**src/rtl/lmsd_pkg.sv**
```systemverilog
// Package with shared types, constants and codes for the LED matrix scan driver.
`timescale 1ns / 1ps

package lmsd_pkg;

  localparam int DEF_ROW_PIXELS = 64;
  localparam int DEF_ROWS       = 32;
  localparam int QUEUE_DEPTH    = 4;

  localparam logic [2:0] COLOR_MAX = 3'b111;
  localparam logic [3:0] ADDR_MAX  = 4'hF;

  localparam logic [1:0] OP_WRITE   = 2'd0;
  localparam logic [1:0] OP_FILL    = 2'd1;
  localparam logic [1:0] OP_REFRESH = 2'd2;

  typedef enum logic [1:0] {
    CMD_WRITE,
    CMD_FILL,
    CMD_REFRESH
  } cmd_op_t;

  typedef enum logic [1:0] {
    B_CLEAR,
    B_IDLE,
    B_FILL,
    B_REFRESH
  } back_state_t;

  typedef struct packed {
    logic [1:0] opcode;
    logic [7:0] pixel_color;
    logic [7:0] pixel_column;
    logic [7:0] pixel_row;
  } in_item_t;

  typedef struct packed {
    logic [3:0] row_address;
    logic [2:0] upper_shade;
    logic [2:0] lower_shade;
    logic       latch_now;
  } out_item_t;

  typedef struct packed {
    cmd_op_t    op;
    logic [2:0] color;
    logic [7:0] col;
    logic [4:0] row;
  } cmd_t;

endpackage

```
**src/rtl/lmsd_in_if.sv**
```systemverilog
// Input channel interface carrying command items.
`timescale 1ns / 1ps

interface lmsd_in_if;
  logic               valid;
  logic               ready;
  lmsd_pkg::in_item_t payload;

  modport source (output valid, output payload, input ready);
  modport sink (input valid, input payload, output ready);
endinterface

```
**src/rtl/lmsd_front.sv**
```systemverilog
// Front end: accepts command items, saturates and redirects them, drops unknown opcodes, and queues the rest.
`timescale 1ns / 1ps

module lmsd_front #(
  parameter int ROW_PIXELS = lmsd_pkg::DEF_ROW_PIXELS,
  parameter int ROWS       = lmsd_pkg::DEF_ROWS
) (
  lmsd_in_if.sink        in_ch,
  input  logic           init_done,
  input  logic           q_full,
  output logic           push,
  output lmsd_pkg::cmd_t cmd
);
  import lmsd_pkg::*;

  logic known_op;

  assign in_ch.ready = init_done && !q_full;

  always_comb begin
    known_op = 1'b1;
    cmd.op   = CMD_WRITE;
    case (in_ch.payload.opcode)
      OP_WRITE:   cmd.op = CMD_WRITE;
      OP_FILL:    cmd.op = CMD_FILL;
      OP_REFRESH: cmd.op = CMD_REFRESH;
      default:    known_op = 1'b0;
    endcase
    if (in_ch.payload.pixel_color > 8'(COLOR_MAX)) begin
      cmd.color = COLOR_MAX;
    end else begin
      cmd.color = in_ch.payload.pixel_color[2:0];
    end
    if ({1'b0, in_ch.payload.pixel_column} >= 9'(ROW_PIXELS)) begin
      cmd.col = '0;
    end else begin
      cmd.col = in_ch.payload.pixel_column;
    end
    if ({1'b0, in_ch.payload.pixel_row} >= 9'(ROWS)) begin
      cmd.row = '0;
    end else begin
      cmd.row = in_ch.payload.pixel_row[4:0];
    end
  end

  assign push = in_ch.valid && in_ch.ready && known_op;

endmodule

```
**src/flat_wrapper.sv**
```systemverilog
// flat-port wrapper written by rule: the top's interface ports become plain ports
module lmsd_front_flat import lmsd_pkg::*;
#(
  parameter int ROW_PIXELS = lmsd_pkg::DEF_ROW_PIXELS,
  parameter int ROWS       = lmsd_pkg::DEF_ROWS
)
  (init_done, q_full, push, cmd, in_ch_valid, in_ch_payload, in_ch_ready);
  lmsd_in_if in_ch_i ();
  input  logic init_done;
  input  logic q_full;
  output logic push;
  output lmsd_pkg::cmd_t cmd;
  input wire logic [$bits(in_ch_i.valid)-1:0] in_ch_valid;
  input wire logic [$bits(in_ch_i.payload)-1:0] in_ch_payload;
  output wire logic [$bits(in_ch_i.ready)-1:0] in_ch_ready;
  assign in_ch_i.valid = in_ch_valid;
  assign in_ch_i.payload = in_ch_payload;
  assign in_ch_ready = in_ch_i.ready;
  lmsd_front #(.ROW_PIXELS(ROW_PIXELS), .ROWS(ROWS)) u_core (.in_ch(in_ch_i), .init_done(init_done), .q_full(q_full), .push(push), .cmd(cmd));
endmodule
```
**config.mk**
```make
export PLATFORM = sky130hd
export DESIGN_NAME = lmsd_front_flat
export DESIGN_NICKNAME = d
export VERILOG_FILES = /design/src/rtl/lmsd_pkg.sv /design/src/rtl/lmsd_in_if.sv /design/src/rtl/lmsd_front.sv /design/src/flat_wrapper.sv
export SDC_FILE = /design/constraint.sdc
export NUM_CORES = 1
export LEC_CHECK = 0
export BUFFER_PORTS_ARGS = -buffer_cell sky130_fd_sc_hd__buf_2
export CAP_MARGIN = 20
export CORE_AREA = 5 5 42 44
export DETAILED_ROUTE_END_ITERATION = 10
export DIE_AREA = 0 0 47 49
export GPL_TIMING_DRIVEN = 0
export MAX_ROUTING_LAYER = met4
export PLACE_DENSITY_LB_ADDON = 0.3
export SYNTH_ARGS = -nofsm -noshare
export SYNTH_HDL_FRONTEND = slang
export SYNTH_SLANG_ARGS = --single-unit
```
**constraint.sdc**
```tcl
create_clock -name vclk -period 1.7
set_input_delay 0.34 -clock vclk [all_inputs]
set_output_delay 0.34 -clock vclk [all_outputs]
set_load 0.05 [all_outputs]
```
==> results.toml, run 1 <==
[detailed_routing]
drc_errors = 0
wire_per_inst_um = 9.04
ant_nets = 0
wirelength_um = 832
vias = 364
drt_first_pass_iters = 3
vias_per_cell = 3.96
drtIter0Drc = 1

[place]
hpwl_um = 816
preCtsSetupSlack_ns = 0.179
port-buffer-count = 47
gp_congestion = 0.641

[floorplanning]
num_rows = 14
fp.dieW_um = 47
start_util_pct = 12.0
boundaryPins = 49
core-area_um2 = 1400
die_h_um = 49
dieArea_um2 = 2300

[synth]
synth-xor-area-share_pct = 0
synthAdderAreaFrac_pct = 0
muxShareOfSynthArea_pct = 0
synth_area_um2 = 168
yosysSeqAreaShare_pct = 0
synthTopCellsByCount = "10 x and2_1, 4 x nand2_1, 4 x nor2_1, 3 x nor2b_1, 2 x buf_4"
synth_area_leaders = "and2_1 37%, nor2b_1 11%, buf_4 9.0%, nand2_1 9.0%, nor2_1 9.0%"
synth_top_family_by_area = "simple AND/OR/NAND/NOR gates"
yosysWarnings = 0
synth.largest_area_cell = "and2_1"
avgSynthCellArea_um2 = 5.99
synth_compound_area_share_pct = 0
yosysUniqueCellTypes = 10
synth_most_common_cell = "and2_1"
yosysTopAreaCellShare_pct = 37.3
synthCells = 28
synthSimpleGateAreaFrac_pct = 88.8

[worst_hold_path]
whs_path_depth = 3
hp-class = "primary input to output pin"
hp-start = "q_full"
hold-path-endpoint = "in_ch_ready"

[grt]
grt_pass1_wl_mm = 1.12
grt_antenna_before_repair = 0
grt-ovfl-total = 0
grt_use_total_pct = 6.12
grt_pass1_vias = 302
grt_max_degree = 7

[layout]
fillers = 152
nets = 107
ff_latch_area_um2 = 0
drive_gt1_share_pct = 71.1
diodes = 0
syn_to_final_growth_pct = 160
multi_input_area_um2 = 166
clock_buffers = 0
nFlopsAndLatches = 0

[power_and_ir_drop]
leakagePower_nw = 0.274
p_total_uw = 129
power_density_nw_per_um2 = 296
ir_worst_vdd_v = 0.0000739

[worst_setup_path]
cp-start-kind = "primary input"
crit_fanout = 3
path_class = "primary input to output pin"
crit_arrival_ns = 1.14
cp_data_required_time_ns = 1.36
cp-end-kind = "output pin"

[sta]
grt_setup_unrepaired = "false"
drv_slew = 0
period_share_pct = 87.1
period_needed_ns = 1.48
setup_tns_ns = 0
layout_setup_ws_ns = 0.220
final-setup-viol-count = 0
hold_violations = 0
max_freq_mhz = 676

[outcome]
outcome = "finished, final reports clean"

[flow_run]
max-cap-violations = 0

[cts]
cts_setup_buffers = 0
ctsResizeCount = 0
hold_buffers = 0
[layout by cell type, fill, tap and decap left out]
master / instances
buf_2: 47
nand2_1: 4
and2_1: 10
conb_1: 2
buf_4: 2
nor4_2: 1
nor2b_2: 1
nor2_1: 4
and3_2: 1
nor4b_2: 1
nor2b_1: 2
nor3_2: 1
[cells by family after synthesis]
kind of cell           Yosys count
buffers and inverters            2
other                            1
AND/OR/NAND/NOR                 25
[where the power goes]
group / switching, mW / total, mW / leakage [nW] / internal, mW
combinational: 0.0835 / 0.129 / 0.274 / 0.0458
clock: 0 / 0 / 0 / 0
sequential: 0 / 0 / 0 / 0
[metal layers]
layer  GRT usage (%)  vias up  wire length (um)
met5               -        -                 0
met4               0        0                 0
met3            1.85        0               212
met2            12.4       34               409
met1            5.43      149               210
li1                -      181                 -
[cell type report]
| cell class | instances | area share, % |
|---|---|---|
| well taps | 16 | 4.58 |
| multi-input cells | 27 | 38.1 |
| repair buffers | 47 | 53.9 |
| plain buffers | 2 | 3.44 |
[per-stage QoR]
stage                     utilization [%]  hold slack (ns)  area (um2)  instances
after CTS                            31.2            0.997         437         92
after floorplan                         -            0.778         181         29
after global routing                 31.2             1.01         437         92
after detailed placement             31.2            0.996         437         92
after global placement               31.2            0.993         437         92
final                                31.2            0.995         437         92
[worst max path at each step]
stage                      startpoint       to  slack [ns]
floorplan            in_ch_payload[7]   cmd[4]        0.05
global placement    in_ch_payload[23]  cmd[14]        0.20
detailed placement  in_ch_payload[23]  cmd[13]        0.18
finish              in_ch_payload[23]  cmd[13]        0.22
global route        in_ch_payload[23]  cmd[13]        0.15
CTS                 in_ch_payload[23]  cmd[13]        0.18
[worst max-delay path: stages]
cell     delay, ns
buf_2         0.10
nor4_2        0.39
nand2_1       0.08
buf_2         0.22
Power figures use the tool's default switching activity.
==> inputs of run 2 (changes only) <==
==> constraint.sdc (replaced) <==
create_clock -name vclk -period 1.7
set_input_delay 0.085 -clock vclk [all_inputs]
set_output_delay 0.085 -clock vclk [all_outputs]
set_load 0.05 [all_outputs]
==> run 2 against run 1 <==
Compared with the run above:
- non-clock buffer count stayed put
- sequential share of layout area stayed put
- fmax is 61% higher
- global-route usage is 0.14 points lower
- final area is 0.86% lower
- utilization is 0.27 points lower
- worst hold slack worse by 0.51 ns
- cell count stayed put
- flip-flop and latch count stayed put
- highest routed layer unchanged
- combinational power hardly changed
- die area stayed put
==> results.toml, run 2 (synthesized netlist as in run 1, its figures left out) <==
[cts]
ctsResizeCount = 0
cts_setup_buffers = 0
hold_buffers = 0

[detailed_routing]
drtIter0Drc = 0
ant_nets = 0
drc_errors = 0
vias_per_cell = 3.96
drt_first_pass_iters = 1
wire_per_inst_um = 8.64
vias = 364
wirelength_um = 795

[grt]
grt-ovfl-total = 0
grt_antenna_before_repair = 0
grt_pass1_vias = 340
grt_pass1_wl_mm = 1.14
grt_use_total_pct = 5.97
grt_max_degree = 7

[worst_setup_path]
cp-start-kind = "primary input"
crit_chain = "buf_2 -> nor4_2 -> nand2_1 -> buf_2"
cp_data_required_time_ns = 1.62
path_common_cell = "buf_2"
cp-end-kind = "output pin"
cp.buffers_inverters = 2
path_class = "primary input to output pin"
crit_arrival_ns = 0.83
cp_top_family = "simple AND/OR/NAND/NOR gates"
critPathSlowestCell = "nor4_2"
slowest_delay_ns = 0.34
crit_fanout = 3

[layout]
nets = 107
fillers = 162
clock_buffers = 0
mostFrequentLayoutCells = "47 x buf_2, 10 x and2_1, 4 x nor2_1, 4 x nand2_1, 3 x nor2b_1"
drive_gt1_share_pct = 68.4
final_core_util_pct = 30.9
ff_latch_area_um2 = 0
syn_to_final_growth_pct = 158
final_common_cell = "buf_2"
nFlopsAndLatches = 0
diodes = 0
final_area_um2 = 433

[power_and_ir_drop]
p_switching_uw = 83.4
comb_power_share_pct = 100.0
ir_worst_vdd_v = 0.000103
power_density_nw_per_um2 = 297
leakagePower_nw = 0.273
seqPwrFrac_pct = 0
p_sw_share_pct = 64.8
p_clk_share_pct = 0
intPower_uw = 45.2
p_total_uw = 129

[place]
port-buffer-count = 47
placed_cell_area_um2 = 433
hpwl_um = 769
gp_congestion = 0.638

[sta]
period_needed_ns = 0.920
period_share_pct = 54.1
hold_violations = 0
setup_tns_ns = 0
drv_slew = 0
max_freq_mhz = 1090
final-setup-viol-count = 0
grt_setup_unrepaired = "false"

[floorplanning]
fp.dieW_um = 47
die_h_um = 49
start_util_pct = 12.0
boundaryPins = 49
core-area_um2 = 1400
dieArea_um2 = 2300
num_rows = 14

[flow_run]
max-cap-violations = 0

[worst_hold_path]
hp-class = "primary input to output pin"

[outcome]
outcome = "finished, final reports clean"
-- run 2: metal layers --
metal	track usage (%)	up-vias	wire length, um
li1	-	182	-
met1	7.39	139	258
met2	11.1	43	304
met3	0	0	231
met4	0	0	0
met5	-	-	0
-- run 2: worst min-delay path, stage by stage --
cell and delay, ns:
buf_2 0.08, nor2b_1 0.04, buf_2 0.20
-- run 2: metrics by stage --
stage / worst slack [ns] / hold WS (ns) / std cells
6_report: 0.780 / 0.488 / 92
2_1_floorplan: 0.204 / 0.274 / 29
3_5_place_dp: 0.761 / 0.490 / 92
4_1_cts: 0.758 / 0.490 / 92
5_1_grt: 0.696 / 0.500 / 92
3_3_place_gp: 0.782 / 0.481 / 92
-- run 2: worst paths after layout --
path | startpoint | to | slack [ns] | cells past startpoint
setup / recovery | in_ch_payload[23] | cmd[14] | 0.78 | 4
hold / removal | q_full | in_ch_ready | 0.49 | 3
-- run 2: layout make-up --
type                            instances  area, um2  share of cell area [%]
Buffer                                  2       15.0                    3.47
Multi-Input combinational cell         27        163                    37.6
Tap cell                               16       20.0                    4.62
Timing Repair Buffer                   47        235                    54.3
-- run 2: power groups by stage --
stage               registers [mW]  logic, mW  clock network, mW
finish                           0      0.129                  0
global route                     0      0.138                  0
CTS                              0      0.130                  0
detailed placement               0      0.129                  0
global placement                 0      0.128                  0
floorplan                        0     0.0797                  0
