$ cat config.mk
export PLATFORM = sky130hd
export DESIGN_NAME = lmsd_queue
export DESIGN_NICKNAME = d
export VERILOG_FILES = /design/src/rtl/lmsd_pkg.sv /design/src/rtl/lmsd_queue.sv
export SDC_FILE = /design/constraint.sdc
export NUM_CORES = 1
export LEC_CHECK = 0
export BUFFER_PORTS_ARGS = -buffer_cell sky130_fd_sc_hd__buf_2
export CELL_PAD_IN_SITES_DETAIL_PLACEMENT = 1
export CELL_PAD_IN_SITES_GLOBAL_PLACEMENT = 2
export CORE_ASPECT_RATIO = 0.8
export CORE_UTILIZATION = 35
export DETAILED_ROUTE_END_ITERATION = 8
export PLACE_DENSITY_LB_ADDON = 0.15
export SYNTH_ARGS = -nofsm -noshare
export SYNTH_HDL_FRONTEND = slang
export SYNTH_SLANG_ARGS = --single-unit
$ cat constraint.sdc
create_clock -name clk -period 1.3 [get_ports clk]
set_input_delay 0.065 -clock clk [delete_from_list [all_inputs] [get_ports clk]]
set_output_delay 0.065 -clock clk [all_outputs]
set_load 0.01 [all_outputs]
$ cat src/rtl/lmsd_pkg.sv
// Package with shared types, constants and codes for the LED matrix scan driver.
`timescale 1ns / 1ps

package lmsd_pkg;

  localparam int DEF_ROW_PIXELS = 64;
  localparam int DEF_ROWS       = 32;
  localparam int QUEUE_DEPTH    = 4;

  localparam logic [2:0] COLOR_MAX = 3'b111;
  localparam logic [3:0] ADDR_MAX  = 4'hF;

  localparam logic [1:0] OP_WRITE   = 2'd0;
  localparam logic [1:0] OP_FILL    = 2'd1;
  localparam logic [1:0] OP_REFRESH = 2'd2;

  typedef enum logic [1:0] {
    CMD_WRITE,
    CMD_FILL,
    CMD_REFRESH
  } cmd_op_t;

  typedef enum logic [1:0] {
    B_CLEAR,
    B_IDLE,
    B_FILL,
    B_REFRESH
  } back_state_t;

  typedef struct packed {
    logic [1:0] opcode;
    logic [7:0] pixel_color;
    logic [7:0] pixel_column;
    logic [7:0] pixel_row;
  } in_item_t;

  typedef struct packed {
    logic [3:0] row_address;
    logic [2:0] upper_shade;
    logic [2:0] lower_shade;
    logic       latch_now;
  } out_item_t;

  typedef struct packed {
    cmd_op_t    op;
    logic [2:0] color;
    logic [7:0] col;
    logic [4:0] row;
  } cmd_t;

endpackage

$ cat src/rtl/lmsd_queue.sv
// Short command queue between the front end and the back end.
`timescale 1ns / 1ps

module lmsd_queue (
  input  logic           clk,
  input  logic           rst,
  input  logic           push,
  input  lmsd_pkg::cmd_t push_cmd,
  input  logic           pop,
  output lmsd_pkg::cmd_t head,
  output logic           empty,
  output logic           full
);
  import lmsd_pkg::*;

  localparam int PW = $clog2(QUEUE_DEPTH);

  cmd_t        slots [QUEUE_DEPTH];
  logic [PW-1:0] wr_ptr;
  logic [PW-1:0] rd_ptr;
  logic [PW:0]   count;

  assign empty = (count == '0);
  assign full  = (count == (PW + 1)'(QUEUE_DEPTH));
  assign head  = slots[rd_ptr];

  always_ff @(posedge clk) begin
    if (push) begin
      slots[wr_ptr] <= push_cmd;
    end
  end

  always_ff @(posedge clk) begin
    if (rst) begin
      wr_ptr <= '0;
      rd_ptr <= '0;
      count  <= '0;
    end else begin
      if (push) begin
        wr_ptr <= wr_ptr + 1'b1;
      end
      if (pop) begin
        rd_ptr <= rd_ptr + 1'b1;
      end
      if (push && !pop) begin
        count <= count + 1'b1;
      end else if (pop && !push) begin
        count <= count - 1'b1;
      end
    end
  end

endmodule

==> metrics.sh, run 1 <==
CLK_TRANSITION_REPORTED_PATHS_NS=0.07
POST_SYNTH_NUM_CELL_TYPES=22
ROUTED_WL_MM=6.10
MAX_FREQ_MHz=590
DRIVE_GT1_SHARE_PCT=43.5
SETUP_WS_NS=-0.395
FP-ROW-COUNT=30
DP.FINAL_HPWL_MM=3.93
CLOCK-SINKS=81
PLACE_CONGESTION=0.649
PLACEDCELLCOUNT=300
DIEWIDTH_UM=107
RSZ0062_AT_GRT='true'
SWSHARE_PCT=23.0
GRT_MAX_DEGREE=19
TIMING_HOLD_VIOLATIONS_FINAL=0
VDD.IR_DROP.WORST_mV=0.661
SHARE_SEQ_OF_TOTAL_POWER_PCT=53.5
ANTENNA_CELLS=0
NUMBER_OF_GLOBAL_ROUTE_VIAS_BEFORE_REPAIR=1747
IOPINCOUNT=42
SWITCHINGPOWER_uW=1310
AVERAGE_WIRE_LENGTH_PER_CELL_AFTER_DETAIL_ROUTING_UM=17.8
POWER.CLOCK.FRACTION_PCT=30.6
NUMCTSBUFFERS=9
TRITONCTS='done'
ANTENNA_LEFT=0
FIN_WORST_HOLD_SLACK_NS=0.0248
POST_SYNTH.CELL_AREA_AVG_UM2=22.2
CRITPATHARRIVALTIME_NS=1.63
DIE_HEIGHT_UM=85.7
TIMING_MAX_TRANSITION_VIOLATIONS_FINAL=0
CRIT_PATH_END_KIND='output pin'
HTREE_LEVELS=3
FIN_CRIT_NS=1.69
VIOLATIONS='setup timing'
GRT_UTIL_ALL_LAYERS_PCT=14.7
CRITPATHLAUNCHTYPE='register'
CTS_ROOT_BUF='clkbuf_8'
INITIAL_CORE_UTIL_PCT=36.2
SYNTH_SEQ_AREA_SHARE_PCT=76.3
POSTSYNTHREGISTERBITS=81
POST-PLACE-WS_NS=-0.231
RELSLEWSLACK_PCT=81.0
LAYOUT_COMMONEST_CELL='edfxtp_1'
LAYOUT_COMMON_CELLS='edfxtp_1 (72), buf_2 (29), dlygate4sd3_1 (19)'
DESIGN.FINAL.NETS=253
NUMPORTBUFFERS=41
DRT-VIAS-PER-INSTANCE=4.60
AREA_DELTA_SYNTH_FINAL_PCT=33.6
TIMING.FINAL.CRIT_SHARE_PCT=130
GRT_ANTENNA_BEFORE_REPAIR=0
P_INT_uW=4370
OUTCOME='finished, violations left'
LEAKAGE_uW=0.00147
COMBPWRFRAC_PCT=15.9
REPORT.POWER.TOTAL_uW=5680
TIMING.CLOCK.SKEW_NS=0.00560
SETUP_VIOL=19
SYN_INST=138
CTS_BUFFER_DEPTH=2
NUMBER_OF_DRC_VIOLATIONS_AFTER_DETAILED_ROUTING=0
CRITPATHMAXFANOUT=6
GRT.OVERFLOW.TOTAL=0
WIRE_LENGTH_OF_THE_FIRST_GLOBAL_ROUTING_PASS_MM=9.43
CAP_VIOL_MAX_COUNT=0
POSTLAYOUTCOREUTIL_PCT=48.3
POSTSYNTHNETCOUNT=166
CRIT_TYPE='register to output pin'
CRITICAL_PATH_REQUIRED_NS=1.24
CLK-INSERTION-DELAY-LATE_NS=0.35
DRTITER0DRC=47
FIRSTDRTPASSITERS=4
SYNTH_AREA_UM2=3070
SYNTHESIS.YOSYS.WARNINGS=0
FINAL_CELL_COUNT_NO_FILL=342
MIN_PATH_TYPE='primary input to register'
POWERDENSITY_nW_PER_UM2=1380
FP.COREAREA_UM2=8480
ACTUAL_TRANSITION_AT_THE_WORST_MAX_TRANSITION_PIN_NS=0.285
VIAS=1574
DIE-AREA_UM2=9150
[registers in the layout (all words and copies together) (netlist names), named ones only]
register / count
rd_ptr: 2
wr_ptr: 2
count: 3
slots: 72
[metal layers]
layer,vias to the layer above,part of all wire [%],track usage (%)
met1,802,43,17.6
met3,13,4.1,4.18
met4,0,1.7,6.35
met5,-,0,0
li1,721,-,-
met2,38,51,24.9
[path summary, 6_finish.rpt]
kind | from | endpoint | slack (ns) | cells past startpoint
max | register | head[1] | -0.39 | 4
min | pop | register | 0.02 | 3
max reg2reg | count[0]$_SDFFE_PP0P_ | count[2]$_SDFFE_PP0P_ | -0.15 | 4
min reg2reg | rd_ptr[1]$_SDFFE_PP0P_ | rd_ptr[1]$_SDFFE_PP0P_ | 0.54 | 2
[metrics by stage]
stage	cell area (um^2)	setup TNS, ns
after CTS	3960	-6.94
after global placement	3540	-4.95
after global routing	4100	-8.45
after floorplan	3080	-0.0653
after detailed placement	3540	-8.11
final	4100	-6.34
[layout make-up]
| cell class | instances | area [um^2] |
|---|---|---|
| clock buffer | 10 | 128 |
| fill | 817 | 4380 |
| timing repair buffer | 81 | 748 |
| multi-input combinational | 48 | 663 |
| inverter | 4 | 15.0 |
| tap | 112 | 140 |
| clock inverter | 6 | 58.8 |
| sequential | 81 | 2350 |
[power by group through the flow]
stage | logic [uW] | registers, uW | clock network, uW
after floorplan | 387 | 3070 | 0
final | 905 | 3040 | 1740
after global routing | 980 | 3050 | 1860
after global placement | 680 | 3080 | 0
after detailed placement | 712 | 3090 | 0
after CTS | 827 | 3040 | 1790
[kinds of logic after synthesis]
kind of cell | count (synthesis) | share of synthesized area [%]
AOI/OAI and AO/OA | 2 | 0.326
xor gates and xnor gates | 5 | 1.43
adders and majority gates | 6 | 2.69
buffers and inverters | 9 | 1.96
DFF | 81 | 76.3
muxes | 20 | 14.8
and+or+nand+nor | 15 | 2.41
[critical path, stage by stage (launching register included)]
cell and delay, ns:
dfxtp_4 0.37, buf_12 0.14, buf_12 0.12, mux4_2 0.51
buf_6 0.14
[Yosys cell counts (all sizes together)]
master / instances / area, um^2
and2: 4 / 25.0
ha: 5 / 62.6
dfxtp: 9 / 180
nor3: 1 / 5.00
edfxtp: 72 / 2160
clkbuf: 1 / 3.75
or3: 1 / 6.26
xor2: 3 / 26.3
inv: 4 / 15.0
nand2: 1 / 3.75
nor3b: 1 / 7.51
nor2: 7 / 26.3
buf: 4 / 41.3
mux2i: 2 / 20.0
mux4: 18 / 435
a21oi: 1 / 5.00
o21ai: 1 / 5.00
xnor2: 2 / 17.5
fa: 1 / 20.0
[timing repair]
action / 4_1_cts / 5_1_grt
pin swaps: 1 / 1
hold buffers: 19 / 0
hold endpoints to repair: 79 / 0
setup endpoints to repair: 73 / 39
setup buffers: 1 / 6
gates resized for setup: 21 / 8
(Power assumes the default switching activity.)
==> run 2: changes to the inputs <==
--- a/config.mk
+++ b/config.mk
@@ -12,6 +12,7 @@
 export CORE_UTILIZATION = 35
 export DETAILED_ROUTE_END_ITERATION = 8
 export PLACE_DENSITY_LB_ADDON = 0.15
+export RECOVER_POWER = 50
 export SYNTH_ARGS = -nofsm -noshare
 export SYNTH_HDL_FRONTEND = slang
 export SYNTH_SLANG_ARGS = --single-unit
==> metrics.sh, run 2 (synthesis results as in run 1) <==
OUTCOME='finished, violations left'
VIOLATIONS='setup timing'
LARGEST_REGISTER_FFS=72
NUMBER_OF_DRC_VIOLATIONS_AFTER_DETAILED_ROUTING=0
CTS_BUFFER_DEPTH=2
DRIVE_GT1_SHARE_PCT=35.2
TIMING_MAX_TRANSITION_VIOLATIONS_FINAL=0
DIEWIDTH_UM=107
DIE_HEIGHT_UM=85.7
FP-ROW-COUNT=30
MIN_PATH_TYPE='primary input to register'
CRIT_TYPE='register to output pin'
INITIAL_CORE_UTIL_PCT=36.2
AREA_DELTA_SYNTH_FINAL_PCT=32.9
HOLD_DEPTH=3
CRIT_PATH_END_KIND='output pin'
MAX_FREQ_MHz=590
FIN_CRIT_NS=1.69
ROUTED_WL_MM=6.09
SETUP_VIOL=19
CTS_ROOT_BUF='clkbuf_8'
ANTENNA_LEFT=0
FIRSTDRTPASSITERS=4
FP.COREAREA_UM2=8480
LARGESTREGISTERS='slots: 72 flops, count: 3 flops'
WORST_REG_TO_REG_SETUP_SLACK_NS=-0.16
POWERDENSITY_nW_PER_UM2=1390
FIN_TNS_SETUP_NS=-6.34
RSZ0062_AT_GRT='true'
WIRE_LENGTH_OF_THE_FIRST_GLOBAL_ROUTING_PASS_MM=9.43
POSTLAYOUTCOREUTIL_PCT=48.1
PLACED_CELL_AREA_UM2=3540
AVERAGE_WIRE_LENGTH_PER_CELL_AFTER_DETAIL_ROUTING_UM=17.8
CRITICAL_PATH.REG2REG.STARTPOINT='count[0]$_SDFFE_PP0P_'
DESIGN.FINAL.NETS=253
NUMPORTBUFFERS=41
ACTUAL_TRANSITION_AT_THE_WORST_MAX_TRANSITION_PIN_NS=0.288
NUMCTSBUFFERS=9
LAYOUT_COMMONEST_CELL='edfxtp_1'
REG2REGPATHDEPTH=4
ANTENNA_CELLS=0
PLACEDCELLCOUNT=300
CLK_TRANSITION_REPORTED_PATHS_NS=0.07
CRITPATHMAXFANOUT=6
HOLD_PATH_STARTPOINT='pop'
REPORT.POWER.TOTAL_uW=5670
FINAL_CELL_AREA_UM2=4080
PLACE_CONGESTION=0.649
GRT_UTIL_ALL_LAYERS_PCT=14.7
GRT_MAX_DEGREE=19
TIMING.CLOCK.SKEW_NS=0.00568
FINAL_CELL_COUNT_NO_FILL=342
LAYOUT_COMMON_CELLS='edfxtp_1 (72), clkbuf_1 (19), dlygate4sd3_1 (19)'
IOPINCOUNT=42
WORST_R2R_ENDPOINT='count[2]$_SDFFE_PP0P_'
HTREE_LEVELS=3
VDD.IR_DROP.WORST_mV=0.659
DP.FINAL_HPWL_MM=3.93
RELSLEWSLACK_PCT=80.8
CRITPATHARRIVALTIME_NS=1.63
CLK-INSERTION-DELAY-LATE_NS=0.35
NUMBER_OF_GLOBAL_ROUTE_VIAS_BEFORE_REPAIR=1747
TRITONCTS='done'
SETUP_WS_NS=-0.395
REGISTERS.TOP_BY_FF_COUNT='slots'
CRITPATHLAUNCHTYPE='register'
CAP_VIOL_MAX_COUNT=0
GRT_ANTENNA_BEFORE_REPAIR=0
DIE-AREA_UM2=9150
TIMING_HOLD_VIOLATIONS_FINAL=0
DRTITER0DRC=46
VIAS=1581
DRT-VIAS-PER-INSTANCE=4.62
GRT.OVERFLOW.TOTAL=0
LEAKAGE_uW=0.00142
CRITICAL_PATH_REQUIRED_NS=1.24
TIMING.FINAL.CRIT_SHARE_PCT=130
CLOCK-SINKS=81
-- run 2: cell types whose count changed in the layout (fill, tap and decap cells not counted), sizes merged --
| cell | change |
|---|---|
| clkbuf | +18 |
| buf | -18 |
-- run 2: worst max path at each step --
stage                                      from               endpoint  slack, ns  cells after the start
after detailed placement                    pop  count[2]$_SDFFE_PP0P_      -0.23                      8
after floorplan           count[0]$_SDFFE_PP0P_  count[2]$_SDFFE_PP0P_      -0.07                      4
after global placement                      pop  count[2]$_SDFFE_PP0P_      -0.12                      8
after CTS                              register                head[1]      -0.43                      4
after global routing                   register                head[1]      -0.46                      4
final                                  register                head[1]      -0.39                      4
-- run 2: per-layer routing --
layer  global-route usage, %  vias to the layer above  routed length (um)
met2                    24.9                       37                3120
li1                        -                      721                   -
met5                       0                        -                   0
met1                    17.6                      810                2600
met3                    4.18                       13                 269
met4                    6.35                        0                  99
-- run 2: report_power, final --
part | internal, uW | switching [uW] | total [uW]
Sequential | 2980 | 56.6 | 3030
Clock | 874 | 858 | 1730
Combinational | 509 | 390 | 899
Total | 4360 | 1310 | 5670
-- run 2: area by class of cell --
cell class	instances	area, um^2
clock buffer	10	128
clock inverter	6	58.8
fill	828	4410
inverter	4	15.0
multi-input combinational	48	663
sequential	81	2350
tap	112	140
timing repair buffer	81	726
-- run 2: through the flow --
stage	hold slack [ns]	worst slack, ns
detailed placement	0.284	-0.231
floorplan	0.164	-0.0653
global placement	0.274	-0.122
CTS	0.0145	-0.431
global route	0.0736	-0.461
finish	0.0256	-0.395
-- run 2: worst max-delay path, cell delays in order, from the launching register on --
cell and delay, ns:
dfxtp_4 0.37, buf_12 0.14, buf_12 0.12, mux4_2 0.51, buf_6 0.14
-- run 2: what timing repair did --
item | in CTS | in global routing
hold buffers | 19 | 0
hold endpoints to repair | 79 | 0
pin swaps | 1 | 1
buffers inserted | 1 | 6
gates resized for setup | 21 | 8
endpoints found under the setup margin | 73 | 39
==> run 3: changes to the inputs <==
--- a/config.mk
+++ b/config.mk
@@ -8,8 +8,7 @@
 export BUFFER_PORTS_ARGS = -buffer_cell sky130_fd_sc_hd__buf_2
 export CELL_PAD_IN_SITES_DETAIL_PLACEMENT = 1
 export CELL_PAD_IN_SITES_GLOBAL_PLACEMENT = 2
-export CORE_ASPECT_RATIO = 0.8
-export CORE_UTILIZATION = 35
+export CORE_UTILIZATION = 39
 export DETAILED_ROUTE_END_ITERATION = 8
 export PLACE_DENSITY_LB_ADDON = 0.15
 export RECOVER_POWER = 50
==> metrics.sh, run 3 (synthesis results as in run 1) <==
CRIT_END='head[6]'
ACTUAL_TRANSITION_AT_THE_WORST_MAX_TRANSITION_PIN_NS=0.297
DRIVE_GT1_SHARE_PCT=37.3
SETUP_WS_NS=-0.304
GRT_UTIL_ALL_LAYERS_PCT=15.9
WORSTPATHBUFFERINVERTERCOUNT=2
CLOCK-SINKS=81
PLACE_CONGESTION=0.639
FIN_CRIT_NS=1.60
TIMING_MAX_TRANSITION_VIOLATIONS_FINAL=0
POWERDENSITY_nW_PER_UM2=1480
VIAS=1574
DESIGN.FINAL.NETS=248
SETUP_VIOL=19
IOPINCOUNT=42
PLACEDCELLCOUNT=285
GRT_MAX_DEGREE=19
WORST_REG_TO_REG_SETUP_SLACK_NS=-0.11
MET3ROUTEDLENGTH_UM=216
FIN_WORST_HOLD_SLACK_NS=0.133
CAP_VIOL_MAX_COUNT=0
DIE-AREA_UM2=8230
WIRE_LENGTH_OF_THE_FIRST_GLOBAL_ROUTING_PASS_MM=9.47
ANTENNA_LEFT=0
ORDERED_CELL_LIST_FOR_THE_CRITICAL_PATH='buf_12 > mux4_2 > buf_6'
FINAL_CELL_COUNT_NO_FILL=324
CRITICAL_PATH_REQUIRED_NS=1.24
TIMING_HOLD_VIOLATIONS_FINAL=0
CLK-INSERTION-DELAY-LATE_NS=0.34
DIE_HEIGHT_UM=90.7
CRIT_TYPE='register to output pin'
REPORT.POWER.TOTAL_uW=6020
DRTITER0DRC=67
MIN_PATH_TYPE='primary input to register'
DRT-MET1-WL_MM=2.38
N_FILL_CELL=680
LAYOUT_COMMON_CELLS='edfxtp_1 (72), clkbuf_1 (19), dlygate4sd3_1 (19)'
REGISTERS.TOP_BY_FF_COUNT='slots'
TIMING.FINAL.CRIT_SHARE_PCT=123
TOP_SIGNAL_LAYER_USED='met4'
CLK_TRANSITION_REPORTED_PATHS_NS=0.07
CRITPATHLAUNCHTYPE='register'
LARGESTREGISTERS='slots: 72 flops, count: 3 flops'
LAYOUT_COMMONEST_CELL='edfxtp_1'
HOLD_PATH_STARTPOINT='pop'
PATH_DEPTH=3
CRIT_SLOWEST_CELL='mux4_2'
REGAREA_UM2=2350
MET2WIRELENGTH_MM=3.17
LEAKAGE_uW=0.00141
CRIT_PATH_END_KIND='output pin'
GRT_ANTENNA_BEFORE_REPAIR=0
CTS_ROOT_BUF='clkbuf_8'
WORST_R2R_ENDPOINT='count[2]$_SDFFE_PP0P_'
TIMING.CLOCK.SKEW_NS=0.00978
FP-ROW-COUNT=31
FP.COREAREA_UM2=7410
CPLARGESTDELAYFAMILY='multiplexers'
LARGEST_REGISTER_FFS=72
VDD.IR_DROP.WORST_mV=0.869
NUMPORTBUFFERS=41
NUMBER_OF_GLOBAL_ROUTE_VIAS_BEFORE_REPAIR=1767
NUMBER_OF_DRC_VIOLATIONS_AFTER_DETAILED_ROUTING=0
CRITPATHMAXFANOUT=7
HTREE_LEVELS=3
RELSLEWSLACK_PCT=80.0
FIRSTDRTPASSITERS=4
VIOLATIONS='setup timing'
GRT.OVERFLOW.TOTAL=0
AREA_DELTA_SYNTH_FINAL_PCT=32.3
CRITICAL_PATH.REG2REG.STARTPOINT='count[1]$_SDFFE_PP0P_'
CTS_BUFFER_DEPTH=2
ANTENNA_CELLS=0
TRITONCTS='done'
RSZ0062_AT_GRT='true'
CP_SLOWEST_STAGE_DELAY_NS=0.53
OUTCOME='finished, violations left'
DRT-VIAS-PER-INSTANCE=4.86
REG2REGPATHDEPTH=4
POSTLAYOUTCOREUTIL_PCT=54.8
INITIAL_CORE_UTIL_PCT=41.4
NUMCTSBUFFERS=9
MULTIINPUTGATEAREA_UM2=676
DP.FINAL_HPWL_MM=3.56
MAX_FREQ_MHz=623
AVERAGE_WIRE_LENGTH_PER_CELL_AFTER_DETAIL_ROUTING_UM=18.1
ROUTED_WL_MM=5.85
DIEWIDTH_UM=90.7
CRITPATHARRIVALTIME_NS=1.54
run 3: power breakdown:
group / switching (uW) / total (uW) / internal, uW
Combinational: 389 / 876 / 487
Sequential: 59.1 / 3040 / 2980
Clock: 838 / 2100 / 1270
run 3: stage by stage:
step | worst slack, ns | TNS, ns | instance area (um^2)
2_1_floorplan | -0.0653 | -0.0653 | 3080
3_3_place_gp | -0.0907 | -3.57 | 3500
3_5_place_dp | -0.185 | -6.69 | 3500
4_1_cts | -0.382 | -6.22 | 4000
5_1_grt | -0.354 | -6.00 | 4060
6_report | -0.304 | -5.06 | 4060
run 3: worst min-delay path by stage:
stage | to | slack (ns) | cells after the start
CTS | rd_ptr[0]$_SDFFE_PP0P_ | 0.12 | 4
floorplan | slots[0][0]$_DFFE_PP_ | 0.16 | 0
global route | rd_ptr[0]$_SDFFE_PP0P_ | 0.14 | 4
detailed placement | slots[0][10]$_DFFE_PP_ | 0.28 | 1
global placement | slots[3][10]$_DFFE_PP_ | 0.28 | 1
finish | rd_ptr[0]$_SDFFE_PP0P_ | 0.13 | 4
run 3: worst register-to-register path, cell delays in order, from the launching register on:
cell and delay, ns:
dfxtp_2 0.34, fa_2 0.38, xor2_2 0.16, or3_1 0.34
a21oi_2 0.13
run 3: repair_timing:
action,in CTS,in global routing
gates resized for setup,19,15
cloned,1,0
hold endpoints to repair,73,0
hold buffers,19,0
pin swaps,3,0
setup buffers,1,3
setup endpoints to repair,75,58
run 3: final cells by class:
type | instances | area share, %
multi-input combinational | 48 | 16.7
clock buffer | 10 | 3.15
timing repair buffer | 76 | 16.3
inverter | 4 | 0.370
tap | 99 | 3.05
clock inverter | 6 | 2.62
sequential | 81 | 57.9
run 3: metal layers:
metal,vias up,track usage [%]
met5,-,0
met2,36,29.0
met4,0,6.05
met1,818,17.7
met3,9,3.96
li1,711,-
